File: config.mk
export PLATFORM = sky130hd
export DESIGN_NAME = object_notation_tokenizer_top
export DESIGN_NICKNAME = d
export VERILOG_FILES = /design/src/sv/ont_pkg.sv /design/src/sv/ont_front.sv /design/src/sv/ont_queue.sv /design/src/sv/ont_back.sv /design/src/sv/object_notation_tokenizer_top.sv
export SDC_FILE = /design/constraint.sdc
export NUM_CORES = 2
export LEC_CHECK = 0
export BUFFER_PORTS_ARGS = -buffer_cell sky130_fd_sc_hd__buf_2
export CORE_MARGIN = 1
export CORE_UTILIZATION = 30
export DETAILED_ROUTE_END_ITERATION = 10
export PLACE_DENSITY = 0.46
export SYNTH_ARGS = -nofsm -noshare
export SYNTH_HDL_FRONTEND = slang
export SYNTH_SLANG_ARGS = --single-unit
File: constraint.sdc
create_clock -name clk_i -period 13.8 [get_ports clk_i]
set_input_delay 1.38 -clock clk_i [delete_from_list [all_inputs] [get_ports clk_i]]
set_output_delay 1.38 -clock clk_i [all_outputs]
set_load 0.05 [all_outputs]
File: src/sv/ont_pkg.sv
// shared types and constants of the object notation tokenizer
// token and record layouts used by front, queue, back and top level
package ont_pkg;

  localparam int FIELD_W = 24;
  localparam int MAX_TOKENS = 3;
  localparam int COUNTER_BITS = 24;
  localparam int QUEUE_DEPTH = 4;

  typedef enum logic [3:0] {
    KIND_LPAREN,
    KIND_RPAREN,
    KIND_LBRACK,
    KIND_RBRACK,
    KIND_LBRACE,
    KIND_RBRACE,
    KIND_COMMA,
    KIND_COLON,
    KIND_STRING,
    KIND_IDENT,
    KIND_END,
    KIND_ERROR
  } kind_e;

  typedef enum logic [1:0] {
    ERR_NONE,
    ERR_STRING,
    ERR_COMMENT,
    ERR_BYTE
  } err_e;

  typedef struct packed {
    kind_e              kind;
    logic [FIELD_W-1:0] offset;
    logic [FIELD_W-1:0] length;
    logic [FIELD_W-1:0] line;
    logic [FIELD_W-1:0] column;
    err_e               err;
  } token_t;

  // all tokens caused by one input word, slot 0 first
  typedef struct packed {
    logic [1:0]                  count;
    token_t [MAX_TOKENS-1:0]     tok;
  } rec_t;

endpackage

File: src/sv/ont_front.sv
// scanner front end: classifies each input word and updates mode and counters
// builds one record of up to three tokens per word; depends on ont_pkg
module ont_front #(
  parameter int CounterBits = ont_pkg::COUNTER_BITS
) (
  input  logic           clk_i,
  input  logic           rst_ni,
  input  logic           accept_i,
  input  logic [7:0]     text_byte_i,
  input  logic           final_byte_i,
  output ont_pkg::rec_t  rec_o,
  output logic           rec_valid_o
);

  localparam int FieldW = ont_pkg::FIELD_W;
  localparam logic [7:0] CharLf     = 8'h0a;
  localparam logic [7:0] CharCr     = 8'h0d;
  localparam logic [7:0] CharTab    = 8'h09;
  localparam logic [7:0] CharSpace  = 8'h20;
  localparam logic [7:0] CharNul    = 8'h00;
  localparam logic [7:0] CharBslash = 8'h5c;
  localparam logic [7:0] CharStar   = 8'h2a;
  localparam logic [7:0] CharSlash  = 8'h2f;
  localparam logic [7:0] CharDquote = 8'h22;
  localparam logic [7:0] CharSquote = 8'h27;
  localparam logic [CounterBits-1:0] CntOne = CounterBits'(1);

  typedef enum logic [2:0] {
    MODE_IDLE,
    MODE_SLASH,
    MODE_IDENT,
    MODE_STR,
    MODE_ESC,
    MODE_CMT,
    MODE_STAR
  } mode_e;

  mode_e                  mode_q, mode_d;
  logic                   single_q, single_d;
  logic [CounterBits-1:0] pos_q, pos_d;
  logic [CounterBits-1:0] line_q, line_d;
  logic [CounterBits-1:0] col_q, col_d;
  logic [CounterBits-1:0] bofs_q, bofs_d;
  logic [CounterBits-1:0] bline_q, bline_d;
  logic [CounterBits-1:0] bcol_q, bcol_d;

  function automatic logic [CounterBits-1:0] sat_inc(input logic [CounterBits-1:0] v);
    return (v == {CounterBits{1'b1}}) ? v : v + CntOne;
  endfunction

  function automatic ont_pkg::kind_e punct_kind(input logic [7:0] c);
    ont_pkg::kind_e k;
    unique case (c)
      8'h28:   k = ont_pkg::KIND_LPAREN;
      8'h29:   k = ont_pkg::KIND_RPAREN;
      8'h5b:   k = ont_pkg::KIND_LBRACK;
      8'h5d:   k = ont_pkg::KIND_RBRACK;
      8'h7b:   k = ont_pkg::KIND_LBRACE;
      8'h7d:   k = ont_pkg::KIND_RBRACE;
      8'h2c:   k = ont_pkg::KIND_COMMA;
      8'h3a:   k = ont_pkg::KIND_COLON;
      default: k = ont_pkg::KIND_ERROR;
    endcase
    return k;
  endfunction

  function automatic ont_pkg::token_t make_tok(
    input ont_pkg::kind_e         kind,
    input logic [CounterBits-1:0] off,
    input logic [CounterBits-1:0] len,
    input logic [CounterBits-1:0] ln,
    input logic [CounterBits-1:0] col,
    input ont_pkg::err_e          err
  );
    ont_pkg::token_t t;
    t.kind   = kind;
    t.offset = FieldW'(off);
    t.length = FieldW'(len);
    t.line   = FieldW'(ln);
    t.column = FieldW'(col);
    t.err    = err;
    return t;
  endfunction

  always_comb begin
    mode_e          cur;
    logic           do_idle;
    logic [1:0]     n;
    logic [7:0]     quote;
    logic           is_space;
    logic           is_quote;
    logic           is_punct;
    ont_pkg::kind_e pk;

    mode_d   = mode_q;
    single_d = single_q;
    bofs_d   = bofs_q;
    bline_d  = bline_q;
    bcol_d   = bcol_q;
    rec_o    = '0;
    n        = 2'd0;
    do_idle  = 1'b0;
    cur      = mode_q;

    quote    = single_q ? CharSquote : CharDquote;
    is_space = (text_byte_i == CharSpace) || (text_byte_i == CharTab) ||
               (text_byte_i == CharLf) || (text_byte_i == CharCr);
    is_quote = (text_byte_i == CharDquote) || (text_byte_i == CharSquote);
    pk       = punct_kind(text_byte_i);
    is_punct = (pk != ont_pkg::KIND_ERROR);

    if (mode_q == MODE_SLASH && text_byte_i == CharStar) begin
      mode_d = MODE_CMT;
    end else begin
      if (mode_q == MODE_SLASH) begin
        cur    = MODE_IDENT;
        mode_d = MODE_IDENT;
      end
      unique case (cur)
        MODE_IDENT: begin
          if (is_punct || is_quote || is_space || text_byte_i == CharNul) begin
            rec_o.tok[n] = make_tok(ont_pkg::KIND_IDENT, bofs_q, pos_q - bofs_q,
                                    bline_q, bcol_q, ont_pkg::ERR_NONE);
            n = n + 2'd1;
            do_idle = 1'b1;
          end
        end
        MODE_STR: begin
          if (text_byte_i == quote) begin
            rec_o.tok[n] = make_tok(ont_pkg::KIND_STRING, bofs_q, pos_q - bofs_q,
                                    bline_q, bcol_q, ont_pkg::ERR_NONE);
            n = n + 2'd1;
            mode_d = MODE_IDLE;
          end else if (text_byte_i == CharBslash) begin
            mode_d = MODE_ESC;
          end
        end
        MODE_ESC: mode_d = MODE_STR;
        MODE_CMT: begin
          if (text_byte_i == CharStar) begin
            mode_d = MODE_STAR;
          end
        end
        MODE_STAR: begin
          if (text_byte_i == CharSlash) begin
            mode_d = MODE_IDLE;
          end else if (text_byte_i != CharStar) begin
            mode_d = MODE_CMT;
          end
        end
        default: do_idle = 1'b1;
      endcase

      // a token may start on this word
      if (do_idle) begin
        mode_d = MODE_IDLE;
        priority if (is_punct) begin
          rec_o.tok[n] = make_tok(pk, pos_q, CntOne, line_q, col_q, ont_pkg::ERR_NONE);
          n = n + 2'd1;
        end else if (is_quote) begin
          mode_d   = MODE_STR;
          single_d = (text_byte_i == CharSquote);
          bofs_d   = sat_inc(pos_q);
          bline_d  = line_q;
          bcol_d   = col_q;
        end else if (is_space) begin
          mode_d = MODE_IDLE;
        end else if (text_byte_i == CharNul) begin
          rec_o.tok[n] = make_tok(ont_pkg::KIND_ERROR, pos_q, CntOne, line_q, col_q,
                                  ont_pkg::ERR_BYTE);
          n = n + 2'd1;
        end else begin
          mode_d  = (text_byte_i == CharSlash) ? MODE_SLASH : MODE_IDENT;
          bofs_d  = pos_q;
          bline_d = line_q;
          bcol_d  = col_q;
        end
      end
    end

    pos_d = sat_inc(pos_q);
    if (text_byte_i == CharLf) begin
      line_d = sat_inc(line_q);
      col_d  = CntOne;
    end else begin
      line_d = line_q;
      col_d  = sat_inc(col_q);
    end

    // end of text
    if (final_byte_i) begin
      priority if (mode_d == MODE_STR || mode_d == MODE_ESC) begin
        rec_o.tok[n] = make_tok(ont_pkg::KIND_ERROR, bofs_d, '0, bline_d, bcol_d,
                                ont_pkg::ERR_STRING);
        n = n + 2'd1;
      end else if (mode_d == MODE_CMT || mode_d == MODE_STAR) begin
        rec_o.tok[n] = make_tok(ont_pkg::KIND_ERROR, bofs_d, '0, bline_d, bcol_d,
                                ont_pkg::ERR_COMMENT);
        n = n + 2'd1;
      end else begin
        if (mode_d == MODE_IDENT || mode_d == MODE_SLASH) begin
          rec_o.tok[n] = make_tok(ont_pkg::KIND_IDENT, bofs_d, pos_d - bofs_d,
                                  bline_d, bcol_d, ont_pkg::ERR_NONE);
          n = n + 2'd1;
        end
        rec_o.tok[n] = make_tok(ont_pkg::KIND_END, pos_d, '0, line_d, col_d,
                                ont_pkg::ERR_NONE);
        n = n + 2'd1;
      end
      mode_d   = MODE_IDLE;
      single_d = 1'b0;
      pos_d    = '0;
      line_d   = CntOne;
      col_d    = CntOne;
      bofs_d   = '0;
      bline_d  = CntOne;
      bcol_d   = CntOne;
    end

    rec_o.count = n;
  end

  assign rec_valid_o = accept_i && (rec_o.count != 2'd0);

  always_ff @(posedge clk_i or negedge rst_ni) begin
    if (!rst_ni) begin
      mode_q   <= MODE_IDLE;
      single_q <= 1'b0;
      pos_q    <= '0;
      line_q   <= CntOne;
      col_q    <= CntOne;
      bofs_q   <= '0;
      bline_q  <= CntOne;
      bcol_q   <= CntOne;
    end else if (accept_i) begin
      mode_q   <= mode_d;
      single_q <= single_d;
      pos_q    <= pos_d;
      line_q   <= line_d;
      col_q    <= col_d;
      bofs_q   <= bofs_d;
      bline_q  <= bline_d;
      bcol_q   <= bcol_d;
    end
  end

  a_final_restarts: assert property (@(posedge clk_i) disable iff (!rst_ni)
    (accept_i && final_byte_i) |=> (mode_q == MODE_IDLE && pos_q == '0 && line_q == CntOne))
    else $error("scanner did not restart after final word");

endmodule

File: src/sv/ont_queue.sv
// short record queue between scanner front and token back end
// register array with one write and one read port; depends on ont_pkg
module ont_queue #(
  parameter int Depth = ont_pkg::QUEUE_DEPTH
) (
  input  logic          clk_i,
  input  logic          rst_ni,
  input  logic          wr_i,
  input  ont_pkg::rec_t wr_data_i,
  input  logic          rd_i,
  output ont_pkg::rec_t rd_data_o,
  output logic          full_o,
  output logic          empty_o
);

  localparam int PtrW = (Depth > 1) ? $clog2(Depth) : 1;
  localparam int CntW = $clog2(Depth + 1);
  localparam logic [PtrW-1:0] PtrLast = PtrW'(Depth - 1);
  localparam logic [CntW-1:0] CntFull = CntW'(Depth);

  ont_pkg::rec_t   mem_q [Depth];
  logic [PtrW-1:0] wr_ptr_q, rd_ptr_q;
  logic [CntW-1:0] cnt_q;

  assign full_o    = (cnt_q == CntFull);
  assign empty_o   = (cnt_q == '0);
  assign rd_data_o = mem_q[rd_ptr_q];

  always_ff @(posedge clk_i) begin
    if (wr_i) begin
      mem_q[wr_ptr_q] <= wr_data_i;
    end
  end

  always_ff @(posedge clk_i or negedge rst_ni) begin
    if (!rst_ni) begin
      wr_ptr_q <= '0;
      rd_ptr_q <= '0;
      cnt_q    <= '0;
    end else begin
      if (wr_i) begin
        wr_ptr_q <= (wr_ptr_q == PtrLast) ? '0 : wr_ptr_q + PtrW'(1);
      end
      if (rd_i) begin
        rd_ptr_q <= (rd_ptr_q == PtrLast) ? '0 : rd_ptr_q + PtrW'(1);
      end
      cnt_q <= cnt_q + CntW'(wr_i) - CntW'(rd_i);
    end
  end

  a_no_write_full: assert property (@(posedge clk_i) disable iff (!rst_ni)
    wr_i |-> !full_o)
    else $error("record written into full queue");

  a_no_read_empty: assert property (@(posedge clk_i) disable iff (!rst_ni)
    rd_i |-> !empty_o)
    else $error("record read from empty queue");

  a_no_empty_record: assert property (@(posedge clk_i) disable iff (!rst_ni)
    wr_i |-> (wr_data_i.count != 2'd0))
    else $error("record without tokens queued");

endmodule

File: src/sv/ont_back.sv
// token back end: walks the slots of the head record, one token per taken pop
// frees the record after its last token is taken; depends on ont_pkg
module ont_back (
  input  logic            clk_i,
  input  logic            rst_ni,
  input  ont_pkg::rec_t   head_i,
  input  logic            head_empty_i,
  input  logic            pop_i,
  output logic            head_rd_o,
  output ont_pkg::token_t tok_o,
  output logic            run_end_o
);

  logic [1:0] slot_q;
  logic       last;
  logic       take;

  assign tok_o     = head_i.tok[slot_q];
  assign last      = (slot_q == head_i.count - 2'd1);
  assign run_end_o = last;
  assign take      = pop_i && !head_empty_i;
  assign head_rd_o = take && last;

  always_ff @(posedge clk_i or negedge rst_ni) begin
    if (!rst_ni) begin
      slot_q <= 2'd0;
    end else if (take) begin
      slot_q <= last ? 2'd0 : slot_q + 2'd1;
    end
  end

  a_slot_in_record: assert property (@(posedge clk_i) disable iff (!rst_ni)
    !head_empty_i |-> (slot_q < head_i.count))
    else $error("token slot beyond record");

endmodule

File: src/sv/object_notation_tokenizer_top.sv
// object notation tokenizer, top level
// depends on ont_pkg, ont_front, ont_queue, ont_back
//
// input channel: a text word (text_byte_i, final_byte_i) is taken at a clock
// edge with push high and full low. output channel: while empty is low
// the oldest token sits on the token ports and is taken at an edge with pop
// high. run_end_o marks the last token caused by one input word.
// the scanner takes one word every cycle while full is low; a word that
// completes tokens queues their record as it is taken. a word yields up to
// three tokens and the output side moves one token per cycle while pop is high, so the input
// keeps one word per cycle only while words average at most one token and
// pop stays high; a record queue of QUEUE_DEPTH entries sets how far the
// input may run ahead of the output.
// when pop stays low the queue fills and full rises; no token is lost.
// reset clears the scan mode, puts offset at 0 and line and column at 1, and
// empties the queue. after a word with final_byte_i the scanner emits the end
// token or an unclosed string or comment error, then starts over as at reset.
module object_notation_tokenizer_top #(
  parameter int COUNTER_BITS = ont_pkg::COUNTER_BITS,
  parameter int QUEUE_DEPTH  = ont_pkg::QUEUE_DEPTH
) (
  input  logic                         clk_i,
  input  logic                         rst_ni,
  input  logic                         push,
  output logic                         full,
  input  logic [7:0]                   text_byte_i,
  input  logic                         final_byte_i,
  output logic                         empty,
  input  logic                         pop,
  output logic [3:0]                   token_kind_o,
  output logic [ont_pkg::FIELD_W-1:0]  start_offset_o,
  output logic [ont_pkg::FIELD_W-1:0]  token_length_o,
  output logic [ont_pkg::FIELD_W-1:0]  start_line_o,
  output logic [ont_pkg::FIELD_W-1:0]  start_column_o,
  output logic [1:0]                   error_code_o,
  output logic                         run_end_o
);

  ont_pkg::rec_t   rec;
  logic            rec_valid;
  ont_pkg::rec_t   head;
  logic            head_rd;
  logic            q_full;
  logic            q_empty;
  logic            accept;
  ont_pkg::token_t tok;

  assign accept = push && !q_full;
  assign full   = q_full;
  assign empty  = q_empty;

  ont_front #(
    .CounterBits(COUNTER_BITS)
  ) u_front (
    .clk_i        (clk_i),
    .rst_ni       (rst_ni),
    .accept_i     (accept),
    .text_byte_i  (text_byte_i),
    .final_byte_i (final_byte_i),
    .rec_o        (rec),
    .rec_valid_o  (rec_valid)
  );

  ont_queue #(
    .Depth(QUEUE_DEPTH)
  ) u_queue (
    .clk_i     (clk_i),
    .rst_ni    (rst_ni),
    .wr_i      (rec_valid),
    .wr_data_i (rec),
    .rd_i      (head_rd),
    .rd_data_o (head),
    .full_o    (q_full),
    .empty_o   (q_empty)
  );

  ont_back u_back (
    .clk_i        (clk_i),
    .rst_ni       (rst_ni),
    .head_i       (head),
    .head_empty_i (q_empty),
    .pop_i        (pop),
    .head_rd_o    (head_rd),
    .tok_o        (tok),
    .run_end_o    (run_end_o)
  );

  assign token_kind_o   = tok.kind;
  assign start_offset_o = tok.offset;
  assign token_length_o = tok.length;
  assign start_line_o   = tok.line;
  assign start_column_o = tok.column;
  assign error_code_o   = tok.err;

endmodule

* Word level (Yosys, flattened, before mapping)
Memories as Yosys holds them, arrays and structs flattened.
Cells that the tools add are included.
** Word-level totals
- Memory bits (read-only) :: 0
- Memories :: 1
- Output and inout bits :: 105
- Latch bits :: 0
- Flip-flop bits (word level) :: 157
- Logic and storage cells :: 210
- Bits in writable memories :: 1232
- Input port bits :: 13
** Operators by class
- Bitwise operators :: 0
- Multipliers :: 0
- Mux-type cells :: 108
- Div/mod/pow operators :: 0
- Reduce and logical (&&, ||, !) cells :: 27
- $add $sub $neg :: 14
- Equality and inequality tests :: 41
- Shifts and indexed selects :: 0
- Order comparisons :: 7
** Memories
- u_queue.mem_q :: depth 4, bits a word 308, read ports 1, clocked after memory_dff 0, write ports 1, RTL line ont_queue.sv:21 : ont_pkg::rec_t mem_q [Depth];
** Operators with widths (count)
- $mux W306 :: 13
- $bwmux W306 :: 6
- $mux W102 :: 7
- $mux W24 :: 29
- $demux W102 S2 :: 3
- $bmux W102 S2 :: 1
- $pmux W102 S2 :: 1
- $add A24 B1 Y24 const B :: 3
- $eq A24 B24 Y1 const B :: 3
- $eq A8 B6 Y1 const B :: 9
- $sub A24 B24 Y24 :: 2
- $mux W3 :: 15
- $eq A8 B7 Y1 const B :: 5
- $mux W2 :: 18
- $pmux W4 S8 :: 1
- $eq A8 B4 Y1 const B :: 3
- $eq A3 B3 Y1 const B :: 7
- $add A2 B1 Y2 const B :: 6
- $eq A3 B2 Y1 const B :: 4
- $lt A2 B3 Y1 const B :: 4
- $pmux W3 S4 :: 1
- $mux W1 :: 11
- $logic_or A1 B1 Y1 :: 10
- $eq A8 B8 Y1 :: 1
- other kinds (19) :: 34

* Longest topological paths before layout
- Depth in word-level cells :: 29
- Mapped depth :: 30
- Depth with buffers taken out :: 25

* Hierarchy
A second synthesis with hierarchy kept.
** Second synthesis, totals
- Cells, all modules :: 4305
- Area total of the unflattened synthesis :: 64017.6 um^2
** By module, submodules not included
- ont_queue :: times used 1, seq. area each 37170.6 um^2, cells an instance 1645, area an instance 45093.2 um^2
- ont_front :: times used 1, seq. area each 3708.6 um^2, cells an instance 2302, area an instance 16653.5 um^2
- ont_back :: times used 1, seq. area each 50.0 um^2, cells an instance 357, area an instance 2257.2 um^2
- object_notation_tokenizer_top :: times used 1, seq. area each 0.0 um^2, cells an instance 1, area an instance 13.8 um^2

* Least setup slack after synthesis
Ideal clock, no wire load.
- Path kind :: input-to-reg
- Start point :: input text_byte_i[2]
- End point :: memory u_queue.mem_q[0][0] (netlist bit) (enable)
- Path slack :: 475 ps
- Arrival time :: 12616 ps
- Required time :: 13091 ps
- Cell stages on the path :: 25
- Path buffers :: 4
- Library setup time :: 709 ps
- Path through :: buf_2 > or3b_2 > a2111oi_2 > or3_1 > buf_4 > o21ai_0 > nand2_1 > inv_1 > clkbuf_1 > clkbuf_1 > ha_1 > nand2_1 > o211ai_1 > o211ai_1 > nand2_1 > inv_1 > ha_1 > nand2_1 > nand2_1 > ha_1 > nor2_1 > a21oi_1 > a21oi_1 > o21a_1 > and2_1
** RTL lines
- start: declaration :: RTL line object_notation_tokenizer_top.sv:26 : input logic [7:0] text_byte_i,
- end: declaration :: RTL line ont_queue.sv:21

==> flow_summary.toml <==
[grt]
grt_max_degree = 104
gr-total-overflow = 0
grt_pass1_vias = 41577
grt_pass1_wl_um = 301300
antenna_found_initial = 9
grt_usage_pct = 18.83

[clocking]
clock_latency_ps = 830
cts-root-buf = "clkbuf_16"
cts_tree = "built"
clock-sinks = 1385
clk_pin_slew_worst_paths_ps = 60
htreeDepth = 4
cts_max_path_buffers = 3
hold_buffers = 0
cts_buffers = 153
cts_resized = 0
post_cts_buffers = 0

[routing]
vias = 42399
vias_per_cell = 5.500
detail-route-antenna-nets = 0
drtPass1Iterations = 7
drc_errors = 0
finalWirelength_um = 208800
post_drt_wl_per_cell_um = 27.08
drt_iter0_drc = 4344

[power_and_ir_drop]
swShare_pct = 42.47
combPwrFrac_pct = 44.0
design_power_total_mw = 17.88
p_clk_share_pct = 23.0
vdd_ir_drop_max_mv = 0.2956
power_switching_mw = 7.592
intPower_mw = 10.29
p_seq_share_pct = 33.0
leakage_nw = 25.05
power_density_nw_per_um2 = 242.7

[floorplanning]
num_io_pins = 118
dieArea_um2 = 217900
core_um2 = 214600
rows = 170
dieHeight_um = 466.8
start_util_pct = 30.20
die_w_um = 466.8

[place]
finalWeightedCongestion = 0.8914
portBuffers = 117
dpl.cell_count = 7418
dp_hpwl_um = 129400

[sta]
setup_viol = 0
hold_ws_ps = 505.8
fin_skew_ps = 42.36
maxSlewViolCount = 0
fin_setup_tns_ps = 0
post-route-period-util_pct = 67.74
tightestPinTransition_ps = 1220
finalHoldViolations = 0
max_clock_freq_mhz = 107.0
fin_crit_ps = 9348
relSlewSlack_pct = 18.69
rsz0062_at_grt = "false"

[critical_path]
cp.arrival_ps = 9770
critPathLaunchType = "primary input"
crit_path_end_kind = "flop"
cp_max_fo = 51
worstSetupPathType = "in2reg"
required_ps = 14230

[status]
status = "finished, final reports clean"

[synthesis]
synth_warnings = 0
synth_cells = 4711
async_reset_ff_share_pct = 11.34
synth_edf_count = 1228
synth_seq_area_share_pct = 62.97
synth-seq-cells = 1385
synth_area_um2 = 64810
ys_types = 108
avgSynthCellArea_um2 = 13.76
yosys_most_used_dff = "edfxtp_1"
synthesis.nets = 4785

[layout]
seq_area_um2 = 40820
final.fill_count = 20679
drive_gt1_share_pct = 17.39
area_growth_pct = 13.69
fin_cells = 7709
multiInputGateArea_um2 = 22310
layout.nets = 4809

[run]
drv_cap = 0

[worst_hold_path]
hp-class = "reg2reg"
synth_stat cells, drive strengths merged (13+ instances only):
| cell type | number | area, um2 |
|---|---|---|
| a211oi | 17 | 127.6 |
| a21o | 22 | 165.2 |
| a21oi | 230 | 1155 |
| a221o | 15 | 150.1 |
| a221oi | 26 | 234.0 |
| a222oi | 32 | 320.3 |
| a22o | 20 | 175.2 |
| a22oi | 56 | 425.4 |
| a31oi | 68 | 431.7 |
| a32oi | 13 | 113.9 |
| and2 | 23 | 143.9 |
| and3 | 73 | 456.7 |
| and4 | 14 | 125.1 |
| buf | 85 | 386.6 |
| clkbuf | 275 | 1032 |
| dfrtp | 153 | 3829 |
| edfxtp | 1228 | 36880 |
| ha | 58 | 725.7 |
| inv | 110 | 412.9 |
| mux2i | 147 | 1471 |
| mux4 | 307 | 6914 |
| nand2 | 521 | 1958 |
| nand2b | 21 | 131.4 |
| nand3 | 57 | 285.3 |
| nand4 | 36 | 237.7 |
| nor2 | 302 | 1144 |
| nor2b | 15 | 93.84 |
| nor3 | 58 | 306.5 |
| o211ai | 17 | 127.6 |
| o21ai | 341 | 1714 |
| o221ai | 17 | 148.9 |
| o22ai | 92 | 575.6 |
| or3 | 17 | 106.4 |
| xnor2 | 57 | 499.2 |
| xor2 | 51 | 446.7 |
metal layers:
layer	global-route usage, %	part of all wire (%)	vias up
li1	-	-	18381
met1	27.54	47	22070
met5	0	0.013	-
met4	5.911	2.9	4
met2	28.27	44	1602
met3	3.205	6.3	342
worst max-delay path: stages:
cell and delay (ps):
buf_2 260, or3b_2 480, a2111oi_2 510, or3_1 550
o21ai_0 320, nand2_2 340, buf_4 700, inv_2 440
ha_1 430, nand2_1 50, o211ai_1 130, o211ai_1 120
nand2_1 250, inv_1 110, ha_1 300, nand2_1 70
nand2_1 80, ha_1 330, nor2_1 110, a21oi_1 60
a21oi_1 440, o21a_1 330, and2_4 400, buf_4 730
buf_4 640
layout by cell type, fill, tap and decap left out, drive strengths merged, types with 14 or more instances in the layout:
master  synthesis  routed
edfxtp       1228    1228
nand2         521     521
o21ai         341     341
mux4          307     307
nor2          302     302
a21oi         230     230
buf            85     229
clkbuf        275     214
dfrtp         153     153
mux2i         147     147
inv           110     118
o22ai          92      92
and3           73      73
a31oi          68      68
ha             58      58
nor3           58      58
xnor2          57      57
nand3          57      57
a22oi          56      56
xor2           51      51
clkinv          1      49
nand4          36      36
a222oi         32      32
a221oi         26      26
and2           23      23
a21o           22      22
nand2b         21      21
a22o           20      20
o211ai         17      17
a211oi         17      17
o221ai         17      17
or3            17      17
a221o          15      15
nor2b          15      15
and4           14      14
power by group through the flow:
| stage | Clock, mW | Combinational (mW) | Sequential, mW |
|---|---|---|---|
| finish | 4.11 | 7.87 | 5.90 |
| global route | 4.34 | 8.37 | 5.95 |
| CTS | 4.20 | 7.95 | 5.90 |
| detailed placement | 0 | 7.93 | 5.98 |
| global placement | 0 | 7.92 | 5.96 |
| floorplan | 0 | 5.19 | 5.97 |
sequential cells by signal (all words and copies together) (netlist names):
register and flops:
u_queue.cnt_q 3, u_queue.wr_ptr_q 2, u_back.slot_q 2, u_queue.mem_q 1228
u_front.col_q 24, u_front.pos_q 24, u_front.line_q 24, u_front.bofs_q 24
u_front.mode_q 3, u_front.single_q 1, u_front.bline_q 24, u_front.bcol_q 24
u_queue.rd_ptr_q 2
kinds of logic (layout without fill, tap and decap cells):
kind of cell / Yosys count / in the layout / share of synthesized area [%]
flops: 1385 / 1385 / 62.97
fa+ha+maj: 63 / 63 / 1.245
mux: 457 / 457 / 12.99
compound gates: 1049 / 1049 / 10.29
simple gates: 1178 / 1178 / 8.213
buf+inv: 471 / 625 / 2.832
other cells: 0 / 6 / 0
xor+xnor: 108 / 108 / 1.460
final timing paths:
kind,start,endpoint,slack (ps),cells past startpoint
min reg2reg,u_front.bcol_q[15],u_front.bcol_q[15],510,2
max in group asynchronous,rst_ni,u_front.bline_q[7],11680,2
max reg2reg,u_front.mode_q[1],u_queue.mem_q[2][271],5900,22
min,u_front.bcol_q[15],u_front.bcol_q[15],510,2
max,text_byte_i[2],u_queue.mem_q[2][271],4450,25
min in group asynchronous,rst_ni,u_queue.rd_ptr_q[1],580,1
per-stage QoR:
stage | util (%) | cell area [um2] | setup slack (ps)
after floorplan | - | 64810 | 475.0
after global placement | 31.98 | 68640 | 3762
after detailed placement | 31.98 | 68640 | 3765
after CTS | 34.32 | 73660 | 4619
after global routing | 34.32 | 73660 | 4045
final | 34.33 | 73680 | 4452
final cells by class:
type / count / area share (%)
Inverter: 111 / 0.5655
Clock buffer: 214 / 5.844
Sequential cell: 1385 / 55.41
Multi-Input combinational cell: 2855 / 30.28
Timing Repair Buffer: 229 / 2.084
Clock inverter: 71 / 0.9765
Tap cell: 2838 / 4.820
Antenna cell: 6 / 0.02038
(Power assumes the default switching activity.)
